## src/rtl/tism_pkg.sv

```systemverilog
// ----------------------------------------------------------------------------
// tism_pkg
// Shared constants and types for the touch identifier slot mapper.
// ----------------------------------------------------------------------------
package tism_pkg;

  localparam int NUM_SLOTS  = 8;
  localparam int ID_W       = 32;
  localparam int OUT_IDX_W  = 3;
  localparam int SLOT_IDX_W = (NUM_SLOTS > 1) ? $clog2(NUM_SLOTS) : 1;
  localparam int CNT_W      = $clog2(NUM_SLOTS + 1);

  localparam logic [ID_W-1:0] FREE_MARK = {ID_W{1'b1}};

  // request kinds
  localparam logic KIND_LOOKUP = 1'b0;
  localparam logic KIND_SWEEP  = 1'b1;

  // controller -> datapath
  typedef struct packed {
    logic capture;   // latch request and compare results
    logic execute;   // apply lookup or sweep to slot state
    logic load_out;  // write result register
  } tism_cmd_t;

  // datapath -> controller
  typedef struct packed {
    logic is_sweep;
  } tism_sts_t;

endpackage

```

## src/rtl/tism_ctrl.sv

```systemverilog
// ----------------------------------------------------------------------------
// tism_ctrl
// Sequencer: capture a request, execute it, manage the result register.
// ----------------------------------------------------------------------------
module tism_ctrl (
  input  logic                clk_i,
  input  logic                rst_ni,
  input  logic                in_valid_i,
  output logic                in_stall_o,
  output logic                out_valid_o,
  input  logic                out_stall_i,
  input  tism_pkg::tism_sts_t sts_i,
  output tism_pkg::tism_cmd_t cmd_o
);

  import tism_pkg::*;

  typedef enum logic [1:0] {
    ST_IDLE = 2'b01,
    ST_EXEC = 2'b10
  } state_e;

  state_e state_q, state_d;
  logic   out_valid_q, out_valid_d;
  logic   out_free;

  assign out_free   = !out_valid_q || !out_stall_i;
  assign in_stall_o = (state_q != ST_IDLE);

  always_comb begin
    cmd_o       = '0;
    state_d     = state_q;
    case (state_q)
      ST_IDLE: begin
        if (in_valid_i) begin
          cmd_o.capture = 1'b1;
          state_d       = ST_EXEC;
        end
      end
      ST_EXEC: begin
        // a lookup waits until the result register can take its answer
        if (sts_i.is_sweep || out_free) begin
          cmd_o.execute  = 1'b1;
          cmd_o.load_out = !sts_i.is_sweep;
          state_d        = ST_IDLE;
        end
      end
      default: state_d = ST_IDLE;
    endcase
  end

  always_comb begin
    out_valid_d = out_valid_q;
    if (cmd_o.load_out) begin
      out_valid_d = 1'b1;
    end else if (!out_stall_i) begin
      out_valid_d = 1'b0;
    end
  end

  always_ff @(posedge clk_i or negedge rst_ni) begin
    if (!rst_ni) begin
      state_q     <= ST_IDLE;
      out_valid_q <= 1'b0;
    end else begin
      state_q     <= state_d;
      out_valid_q <= out_valid_d;
    end
  end

  assign out_valid_o = out_valid_q;

endmodule

```

## src/rtl/tism_dpath.sv

```systemverilog
// ----------------------------------------------------------------------------
// tism_dpath
// Slot table, seen flags, parallel compare and result register.
// ----------------------------------------------------------------------------
module tism_dpath (
  input  logic                           clk_i,
  input  logic                           rst_ni,
  input  tism_pkg::tism_cmd_t            cmd_i,
  output tism_pkg::tism_sts_t            sts_o,
  input  logic                           kind_i,
  input  logic [tism_pkg::ID_W-1:0]      finger_id_i,
  output logic                           slot_valid_o,
  output logic [tism_pkg::OUT_IDX_W-1:0] slot_index_o
);

  import tism_pkg::*;

  logic [ID_W-1:0]      slot_ids_q [NUM_SLOTS];
  logic [NUM_SLOTS-1:0] seen_q, seen_d;
  logic [CNT_W-1:0]     used_q, used_d;

  logic                 kind_q;
  logic [ID_W-1:0]      key_q;
  logic [NUM_SLOTS-1:0] match_q, free1h_q;

  logic [NUM_SLOTS-1:0] used_vec, free_vec, free1h, match_vec;

  logic                  slot_valid_q;
  logic [OUT_IDX_W-1:0]  slot_index_q;

  // compare stage: runs on the incoming request
  always_comb begin
    for (int i = 0; i < NUM_SLOTS; i++) begin
      used_vec[i] = (CNT_W'(i) < used_q);
      free_vec[i] = used_vec[i] && (slot_ids_q[i] == FREE_MARK);
    end
    free1h = free_vec & (~free_vec + NUM_SLOTS'(1));  // lowest free slot
    for (int i = 0; i < NUM_SLOTS; i++) begin
      match_vec[i] = used_vec[i] && !free1h[i] && (slot_ids_q[i] == finger_id_i);
    end
  end

  always_ff @(posedge clk_i) begin
    if (cmd_i.capture) begin
      kind_q   <= kind_i;
      key_q    <= finger_id_i;
      match_q  <= match_vec;
      free1h_q <= free1h;
    end
  end

  assign sts_o.is_sweep = (kind_q == KIND_SWEEP);

  // execute stage
  logic                  any_match, have_free, can_append;
  logic [SLOT_IDX_W-1:0] match_idx, free_idx, tgt_idx;
  logic                  wr_en;
  logic                  res_valid;
  logic [SLOT_IDX_W-1:0] res_idx;

  always_comb begin
    match_idx = '0;
    free_idx  = '0;
    for (int i = 0; i < NUM_SLOTS; i++) begin
      if (match_q[i])  match_idx = SLOT_IDX_W'(i);  // last match wins
      if (free1h_q[i]) free_idx  = SLOT_IDX_W'(i);
    end
    any_match  = |match_q;
    have_free  = |free1h_q;
    can_append = (used_q < CNT_W'(NUM_SLOTS));

    seen_d    = seen_q;
    used_d    = used_q;
    wr_en     = 1'b0;
    tgt_idx   = free_idx;
    res_valid = 1'b0;
    res_idx   = '0;

    if (cmd_i.execute && !sts_o.is_sweep) begin
      if (any_match) begin
        seen_d    = seen_q | match_q;
        res_valid = 1'b1;
        res_idx   = match_idx;
      end else if (have_free) begin
        seen_d    = seen_q | free1h_q;
        wr_en     = 1'b1;
        res_valid = 1'b1;
        res_idx   = free_idx;
      end else if (can_append) begin
        tgt_idx         = used_q[SLOT_IDX_W-1:0];
        seen_d[tgt_idx] = 1'b1;
        used_d          = used_q + CNT_W'(1);
        wr_en           = 1'b1;
        res_valid       = 1'b1;
        res_idx         = tgt_idx;
      end
    end else if (cmd_i.execute) begin
      seen_d = '0;  // flags of unused slots are never set
    end
  end

  always_ff @(posedge clk_i or negedge rst_ni) begin
    if (!rst_ni) begin
      seen_q <= '0;
      used_q <= '0;
    end else begin
      seen_q <= seen_d;
      used_q <= used_d;
    end
  end

  always_ff @(posedge clk_i) begin
    for (int i = 0; i < NUM_SLOTS; i++) begin
      if (cmd_i.execute && sts_o.is_sweep && used_vec[i] && !seen_q[i]) begin
        slot_ids_q[i] <= FREE_MARK;
      end else if (wr_en && (tgt_idx == SLOT_IDX_W'(i))) begin
        slot_ids_q[i] <= key_q;
      end
    end
  end

  always_ff @(posedge clk_i) begin
    if (cmd_i.load_out) begin
      slot_valid_q <= res_valid;
      slot_index_q <= OUT_IDX_W'(res_idx);
    end
  end

  assign slot_valid_o = slot_valid_q;
  assign slot_index_o = slot_index_q;

endmodule

```

## src/rtl/touch_id_slot_mapper_core.sv

```systemverilog
// ----------------------------------------------------------------------------
// touch_id_slot_mapper_core
// Maps 32-bit touch identifiers onto a small table of slots.
// ----------------------------------------------------------------------------
//
//  channel | direction | handshake                 | payload
//  --------+-----------+---------------------------+--------------------------
//  in      | input     | in_valid_i / in_stall_o   | kind_i, finger_id_i
//  out     | output    | out_valid_o / out_stall_i | slot_valid_o, slot_index_o
//
// For each request, the accept cycle compares the identifier against all
// slots at once; the execute state then applies the lookup or sweep.
// A sweep request produces no result. A lookup waits in its execute cycle
// while an earlier result still sits unclaimed in the output register.
// Reset empties the table (slot count and seen flags cleared); slot contents
// are only read once allocated, so they need no clearing.
//
// Lookup: the last slot whose id matches is the answer; every matching slot
// gets its seen flag set. Otherwise the lowest free slot is reused, else a
// slot is appended; a full table answers slot_valid_o low, index zero.
// Sweep: every slot in use that was not seen since the last sweep is freed.
module touch_id_slot_mapper_core (
  input  logic                           clk_i,
  input  logic                           rst_ni,
  input  logic                           in_valid_i,
  output logic                           in_stall_o,
  input  logic                           kind_i,
  input  logic [tism_pkg::ID_W-1:0]      finger_id_i,
  output logic                           out_valid_o,
  input  logic                           out_stall_i,
  output logic                           slot_valid_o,
  output logic [tism_pkg::OUT_IDX_W-1:0] slot_index_o
);

  import tism_pkg::*;

  tism_cmd_t cmd;
  tism_sts_t sts;

  // sequencer
  tism_ctrl u_ctrl (
    .clk_i       (clk_i),
    .rst_ni      (rst_ni),
    .in_valid_i  (in_valid_i),
    .in_stall_o  (in_stall_o),
    .out_valid_o (out_valid_o),
    .out_stall_i (out_stall_i),
    .sts_i       (sts),
    .cmd_o       (cmd)
  );

  // slot table and result register
  tism_dpath u_dpath (
    .clk_i        (clk_i),
    .rst_ni       (rst_ni),
    .cmd_i        (cmd),
    .sts_o        (sts),
    .kind_i       (kind_i),
    .finger_id_i  (finger_id_i),
    .slot_valid_o (slot_valid_o),
    .slot_index_o (slot_index_o)
  );

endmodule

```

## config.mk

```make
export PLATFORM = sky130hd
export DESIGN_NAME = touch_id_slot_mapper_core
export DESIGN_NICKNAME = d
export VERILOG_FILES = /design/src/rtl/tism_pkg.sv /design/src/rtl/tism_ctrl.sv /design/src/rtl/tism_dpath.sv /design/src/rtl/touch_id_slot_mapper_core.sv
export SDC_FILE = /design/constraint.sdc
export NUM_CORES = 1
export LEC_CHECK = 0
export BUFFER_PORTS_ARGS = -buffer_cell sky130_fd_sc_hd__clkbuf_2
export CELL_PAD_IN_SITES_DETAIL_PLACEMENT = 1
export CELL_PAD_IN_SITES_GLOBAL_PLACEMENT = 1
export CORE_ASPECT_RATIO = 0.7
export CORE_MARGIN = 4
export CORE_UTILIZATION = 56
export DETAILED_ROUTE_END_ITERATION = 8
export GPL_TIMING_DRIVEN = 1
export HOLD_SLACK_MARGIN = 0.1
export PLACE_DENSITY_LB_ADDON = 0.1
export SKIP_LAST_GASP = 1
export SYNTH_ARGS = -nofsm -noshare
export SYNTH_HDL_FRONTEND = slang
export SYNTH_SLANG_ARGS = --single-unit
```

## constraint.sdc

```tcl
create_clock -name clk_i -period 7.7 [get_ports clk_i]
set_input_delay 1.155 -clock clk_i [delete_from_list [all_inputs] [get_ports clk_i]]
set_output_delay 1.155 -clock clk_i [all_outputs]
set_load 0.05 [all_outputs]
```

Word-level counts from Yosys, hierarchy flattened
Memory sizes are Yosys's and may differ from the RTL's.
Cells that the tools add are included.
{"block": "classes", "add_sub_neg": 2, "n_lt_le_gt_ge": 11, "eq_ne": 30, "n_mux": 90, "bitwise_logic": 15, "n_reduce_logical": 79}
{"cell": "$eq A32 B32 Y1", "count": 8}
{"cell": "$eq A32 B32 Y1 const B", "count": 8}
{"cell": "$mux W32", "count": 8}
{"cell": "$mux W1", "count": 52}
{"cell": "$logic_and A1 B1 Y1", "count": 51}
{"cell": "$mux W3", "count": 15}
{"cell": "$mux W8", "count": 5}
{"cell": "$or A8 B8 Y8", "count": 3}
{"cell": "$logic_not A1 Y1", "count": 19}
{"cell": "$lt A3 B4 Y1 const A", "count": 4}
{"cell": "$mux W2", "count": 8}
{"cell": "$reduce_or A8 Y1", "count": 2}
{"cell": "$eq A3 B3 Y1 const B", "count": 4}
{"cell": "$add A8 B1 Y8 const B", "count": 1}
{"cell": "$and A8 B8 Y8", "count": 1}
{"cell": "$lt A1 B4 Y1 const A", "count": 2}
{"cell": "$lt A2 B4 Y1 const A", "count": 2}
{"cell": "$not A8 Y8", "count": 1}
{"cell": "$or A1 B1 Y1", "count": 8}
{"cell": "$eq A3 B2 Y1 const B", "count": 2}
{"cell": "$ne A2 B1 Y1 const B", "count": 3}
{"cell": "$add A4 B1 Y4 const B", "count": 1}
{"cell": "$lt A3 B4 Y1 const B", "count": 1}
{"cell": "$lt A4 B4 Y1 const B", "count": 1}
{"cell": "14 further kinds", "count": 17}
{"block": "totals", "register_bits": 68, "ram_bits": 256, "input_bits": 37, "out_inout_bits": 6, "wordCells": 238, "mem_count": 1}
{"name": "u_dpath.slot_ids_q", "depth": 8, "word_bits": 32, "read_ports": 8, "rd_ports_with_merged_regs": 0, "write_ports": 8, "line_no": "tism_dpath.sv:18", "source": "logic [ID_W-1:0] slot_ids_q [NUM_SLOTS];"}

Longest topological paths before layout
Gate-level depths: netlist (run 1).
{"block": "logic_depth", "depth_word": 17, "mapped_depth": 11, "depth_no_buf": 7}

By module
Synthesis (run 1) repeated with hierarchy kept, for this count alone.
{"block": "hier_totals", "cells_unflattened": 1258, "hier_area_um2": 16044.1}
{"module": "tism_dpath", "instances": 1, "cells_each": 1244, "area_each_um2": 15884.0, "seq_area_each_um2": 9579.2}
{"module": "tism_ctrl", "instances": 1, "cells_each": 14, "area_each_um2": 160.2, "seq_area_each_um2": 76.3}

Worst setup path after synthesis (run 1)
No wires, ideal clock.
{"block": "synth_path", "kind": "input port to flip-flop", "start": "in out_stall_i", "end": "mem u_dpath.slot_ids_q[4][0] (netlist: u_dpath.slot_ids_q[1][0]), enable pin", "setup_ns": 0.472, "t_arrival_ns": 3.955, "t_required_ns": 7.228, "slack_ns": 3.273, "cell_stages": 8, "n_path_buf": 3, "cell_sequence": "nand2_1 and4_1 and3_1 buf_4 o31a_2 buf_6 buf_6 o32ai_1"}
{"element": "from (decl)", "line_no": "touch_id_slot_mapper_core.sv:30", "source": "input logic out_stall_i,"}
{"element": "to (decl)", "line_no": "tism_dpath.sv:18"}

==> results of run 1 <==
-- metal layers --
layer / GRT usage (%) / vias up / wire [um]
li1: - / 4683 / -
met5: 0 / - / 44
met3: 11.38 / 148 / 8678
met4: 12.21 / 4 / 2279
met1: 52.50 / 5873 / 22370
met2: 53.95 / 881 / 24790
-- flip-flops by register name, summed over array words and instances, names as in the netlist --
name and count:
u_dpath.key_q 32, u_ctrl.state_q 2, u_dpath.used_q 4, u_dpath.seen_q 8, u_dpath.slot_index_o 3, u_dpath.match_q 8
u_dpath.free1h_q 8, u_dpath.slot_valid_o 1, u_ctrl.out_valid_o 1, u_dpath.sts_o 1, u_dpath.slot_ids_q 256
-- power groups by stage --
stage	combinational (mW)	sequential (mW)	clock, mW
6_report	0.263	2.06	1.60
5_1_grt	0.272	2.06	1.69
4_1_cts	0.257	2.06	1.60
3_5_place_dp	0.255	2.09	0
3_3_place_gp	0.248	2.09	0
2_1_floorplan	0.164	2.02	0
-- layout make-up --
type | instances | area share [%]
Antenna cell | 3 | 0.04232
Clock buffer | 32 | 4.394
Clock inverter | 25 | 1.467
Inverter | 11 | 0.2328
Multi-Input combinational cell | 833 | 34.91
Sequential cell | 324 | 54.43
Tap cell | 371 | 2.617
Timing Repair Buffer | 59 | 1.904
-- cell usage in the layout (no fill, tap or decap), types with 7 or more instances in the layout --
cell type  synthesis  routed
buf_4              7      17
clkinv_1           0       7
nand2_1           10      10
xor2_1           135     135
clkbuf_16          0      31
nor4_1            51      51
inv_1             11      11
a21oi_1           14      13
nand4_1           94      94
nand3_1           20      20
o21bai_1           8       8
nor2_1            21      20
edfxtp_1         309     309
a22o_1             9       9
or3_1             32      32
clkbuf_2           0      42
dfrtp_1           14      14
clkinv_2           0       7
nand3b_1         129     129
xnor2_1          123     123
nor3_1            29      29
or2_2             97      97
-- path summary, 6_finish.rpt --
kind | start | depth (start not counted) | slack, ns | end
max reg2reg | u_dpath.free1h_q[7] | 7 | 3.57 | u_dpath.slot_ids_q[1][111]
min | rst_ni | 1 | 0.50 | u_dpath.seen_q[7]
max | u_dpath.free1h_q[7] | 7 | 3.57 | u_dpath.slot_ids_q[1][111]
max in group asynchronous | rst_ni | 1 | 6.86 | u_ctrl.state_q[0]
min reg2reg | u_dpath.seen_q[0] | 1 | 0.55 | u_dpath.seen_q[0]
min in group clk_i | u_dpath.seen_q[0] | 1 | 0.55 | u_dpath.seen_q[0]
-- kinds of logic (layout without fill, tap and decap cells) --
family,count (synthesis),after routing
compound gates,67,67
xor+xnor,258,258
fa+ha+maj,2,2
buf+inv,93,127
flops,324,324
other cells,0,3
simple gates,506,506
-- per-stage QoR --
stage	utilization (%)	power (mW)	setup slack (ns)
floorplan	-	2.188	3.273
global placement	59.45	2.340	3.641
detailed placement	59.45	2.348	3.558
CTS	63.16	3.917	3.669
global route	63.16	4.020	3.447
finish	63.18	3.932	3.569
==> flow_summary.toml, run 1 <==
[sta]
slew_violations = 0
clock_skew_ns = 0.01989
setup_viol = 0
slew-limit-headroom_pct = 14.84
finalCriticalPeriod_ns = 4.131
fin_setup_tns_ns = 0
timing.final.crit_share_pct = 53.65
tightest_slew_ns = 1.274
finalHoldViolCount = 0
fin_hold_ws_ns = 0.5007
rsz0062_at_grt = "false"
clock.fmax_ghz = 0.2421

[drt]
wl_per_cell_um = 35.08
ant_nets = 0
drtPass1Iterations = 5
vias = 11589
drt_iter0_markers = 1950
routed_wl_mm = 58.17
viasPerCell = 6.990
drc = 0

[finish]
fin_cells = 1658
multi_input_comb_area_mm2 = 0.006193
regArea_mm2 = 0.009656
area_growth_pct = 9.915
final_area_mm2 = 0.01774
nFillCells = 2702
drive_gt1_share_pct = 17.37
layout.nets = 1299

[job]
max_cap_violations = 0

[clocking]
cts_buffer_depth = 3
cts_sinks = 324
cts_tree = "done"
clk_latency_ns = 0.59
clk_pin_slew_ns = 0.07
postCtsSetupRepairBufs = 0
cts.hold.buffers_added = 0
cts_resized = 0
cts_inserted_buffers = 31
clock-root-buffer = "clkbuf_16"
ctsHtreeMaxLevel = 1

[logic_synthesis]
syn_nets = 1289
synth_commonest_cells = "edfxtp_1 (309), xor2_1 (135), nand3b_1 (129)"
netlist_area_mm2 = 0.01614
synth_top_family_by_area = "simple AND/OR/NAND/NOR gates"
syn_inst = 1250
synth_area_per_cell_um2 = 12.91
synth_edf_count = 309
synthMuxAreaShare_pct = 0
yosysMostFrequentCell = "edfxtp_1"
synth-seq-area-share_pct = 59.83
synthAdderAreaFrac_pct = 0.1551
synthSimpleGateAreaFrac_pct = 20.06
synth_xor_area_share_pct = 14.00
synth_compound_area_share_pct = 3.326
yosysWarnings = 0
async_flop_share_pct = 4.630
ys_top_cells_by_area = "edfxtp_1 (57%), xor2_1 (7.3%), xnor2_1 (6.7%), nand3b_1 (6.0%), or2_2 (3.8%)"
synth_top_cell_area_share_pct = 57.49
synth-seq-cells = 324
yosysUniqueCellTypes = 55
synthFlopType = "edfxtp_1"
synth_area_leader_cell = "edfxtp_1"

[worst_hold_path]
hold_class = "primary input to asynchronous set/reset pin"

[setup_path]
criticalPathCategory = "flip-flop to flip-flop"
worst_path_max_delay_cell = "or4_1"
cpPeakStageDelay_ns = 0.78
crit_chain = "or4_1 > nor3_4 > nand3_1 > a21oi_4 > buf_4 > a21o_1 > buf_4"
end_kind = "flip-flop"
crit_fanout = 43
critical_path_required_ns = 7.94
start_kind = "flip-flop"
crit_top_cell = "buf_4"
arrival_ns = 4.37
crit_buf_inv = 2
critPathTopFamily = "simple AND/OR/NAND/NOR gates"

[floorplanning]
row_count = 51
die_x_um = 210.9
die_h_um = 150.0
core_mm2 = 0.02808
dieArea_mm2 = 0.03164
ios = 43
initial_utilization_pct = 57.48

[outcome]
status = "finished clean"

[pwr]
p_per_area_mw_per_mm2 = 221.6
netSwitchingPower_mw = 0.9890
seq_power_share_pct = 52.5
comb_power_share_pct = 6.7
p_int_mw = 2.943
clkPwrFrac_pct = 40.8
switching_share_pct = 25.15
leakage_nw = 5.223
vdd_drop_max_uv = 206.5

[global_routing]
grt_pass1_vias = 11480
grt-ovfl-total = 0
grt_first_pass_wirelength_mm = 82.03
antenna_found_initial = 7
grt_max_degree = 100
grt_use_total_pct = 36.71

[placed_design]
hpwl_mm = 38.34
io_buffers = 42
place.gp.congestion = 0.9506
place_area_mm2 = 0.01669
dp.cells = 1598
Note: power is estimated with default switching activity, not from simulation.
==> run 2: changes to the inputs <==
Settings changed: CORE_UTILIZATION 56 to 47.
Clock period 7.7 ns to 3.5 ns, I/O delays scaled along.
==> run 2 against run 1 <==
Net effect: global-route usage is 3.7 points lower; sequential power grew 120%; first-iteration DRC count increased by 1.3%; final area is 2.5% higher; flip-flop and latch count stayed put; register-to-register slack got worse by 3.5 ns; power up 120%; setup slack got worse by 3.5 ns; clock power grew 130%.
==> flow_summary.toml, run 2 (synthesis gave the netlist of run 1 again) <==
[outcome]
status = "finished clean"

[finish]
largest_reg_flops = 256
postLayoutCoreUtil_pct = 53.97
drive_gt1_share_pct = 19.12
area_growth_pct = 12.70
layout.nets = 1334
reg_top3 = "u_dpath.slot_ids_q: 256 flops, u_dpath.key_q: 32 flops"
top_register = "u_dpath.slot_ids_q"
nFillCells = 3357
mostFrequentLayoutCells = "edfxtp_1 (309), xor2_1 (135), nand3b_1 (129)"
layout_commonest_cell = "edfxtp_1"

[global_routing]
grt_pass1_vias = 11477
antenna_found_initial = 11
grt_use_total_pct = 33.04
grt_max_degree = 65
grt_first_pass_wirelength_mm = 86.58
grt-ovfl-total = 0

[pwr]
leakage_nw = 5.417
vdd_drop_max_uv = 389.2
p_total_mw = 8.766
p_per_area_mw_per_mm2 = 481.9

[clocking]
cts_buffer_depth = 3
cts_resized = 0
cts_tree = "done"
clk_latency_ns = 0.54
clk_pin_slew_ns = 0.06
postCtsSetupRepairBufs = 0
clock-root-buffer = "clkbuf_16"
cts_sinks = 324
ctsHtreeMaxLevel = 2
cts_inserted_buffers = 35

[setup_path]
crit_top_cell = "inv_1"
end_kind = "flip-flop"
start_kind = "flip-flop"
worst_path_max_delay_cell = "nor4_1"
criticalPathCategory = "flip-flop to flip-flop"
crit_chain = "inv_1 > ha_1 > nand2_1 > nand3_1 > inv_1 > nor2_1 > nor4_1"
crit_buf_inv = 2
critical_path_required_ns = 3.64
arrival_ns = 3.59
critPathTopFamily = "simple AND/OR/NAND/NOR gates"
crit_fanout = 7
cpPeakStageDelay_ns = 1.14

[sta]
finalCriticalPeriod_ns = 3.452
finalHoldViolCount = 0
clock_skew_ns = 0.02015
timing.final.crit_share_pct = 98.62
tightest_slew_ns = 1.326
slew-limit-headroom_pct = 10.80
setup_viol = 0
fin_ws_ns = 0.04816
fin_hold_ws_ns = 0.2068
slew_violations = 0
rsz0062_at_grt = "false"
clock.fmax_ghz = 0.2897

[drt]
routed_wl_mm = 62.19
vias = 11665
drc = 0
viasPerCell = 6.539
drt_iter0_markers = 1975
ant_nets = 0
wl_per_cell_um = 34.86
drtPass1Iterations = 5

[floorplanning]
die_h_um = 163.0
die_x_um = 229.5
core_mm2 = 0.03370
row_count = 56
initial_utilization_pct = 47.89
ios = 43
dieArea_mm2 = 0.03742

[placed_design]
place.gp.congestion = 0.9363
hpwl_mm = 40.48
io_buffers = 42
place_ws_ns = 0.3446

[job]
max_cap_violations = 0

[worst_hold_path]
hold_class = "primary input to flip-flop"
run 2: per-stage QoR:
step,area (um^2),std cells,setup TNS [ns]
after floorplan,16150,1250,-24.54
after detailed placement,17100,1721,0
final,18190,1784,0
after global routing,18180,1782,0
after global placement,17100,1721,0
after CTS,18180,1782,0
run 2: power by group:
| group | switching, mW | internal, mW | total, mW | leakage (nW) |
|---|---|---|---|---|
| combinational | 0.422 | 0.203 | 0.624 | 2.16 |
| sequential | 0.227 | 4.31 | 4.54 | 2.73 |
| clock | 1.55 | 2.05 | 3.61 | 0.536 |
| total | 2.20 | 6.56 | 8.77 | 5.42 |
run 2: timing repair:
action                     4_1_cts  5_1_grt
hold endpoints to repair        14        0
hold buffers                     1        0
setup endpoints to repair        0        0
run 2: metal layers:
| metal | track usage [%] | routed length, um |
|---|---|---|
| met3 | 7.584 | 7998 |
| met4 | 8.513 | 1723 |
| met1 | 49.74 | 26260 |
| met5 | 0 | 0 |
| met2 | 48.59 | 26210 |
run 2: final cells by class:
class | count | area, um^2 | share of cell area [%]
Antenna cell | 2 | 5.005 | 0.02752
Clock buffer | 45 | 985.9 | 5.421
Clock inverter | 15 | 91.34 | 0.5022
Inverter | 11 | 41.29 | 0.2270
Multi-Input combinational cell | 833 | 6193 | 34.05
Sequential cell | 324 | 9656 | 53.09
Tap cell | 464 | 580.6 | 3.192
Timing Repair Buffer | 90 | 635.6 | 3.495
run 2: worst paths after layout:
kind | endpoint | slack (ns) | start | cells after the start
min in group asynchronous | u_ctrl.out_valid_o | 0.49 | rst_ni | 2
worst min register to register | u_dpath.seen_q[2] | 0.54 | u_dpath.seen_q[2] | 1
worst min-delay path | u_dpath.sts_o | 0.21 | kind_i | 1
worst max register to register | u_dpath.match_q[1] | 0.05 | u_dpath.used_q[0] | 7
worst max-delay path | u_dpath.match_q[1] | 0.05 | u_dpath.used_q[0] | 7
max in group asynchronous | u_ctrl.state_q[0] | 2.67 | rst_ni | 2
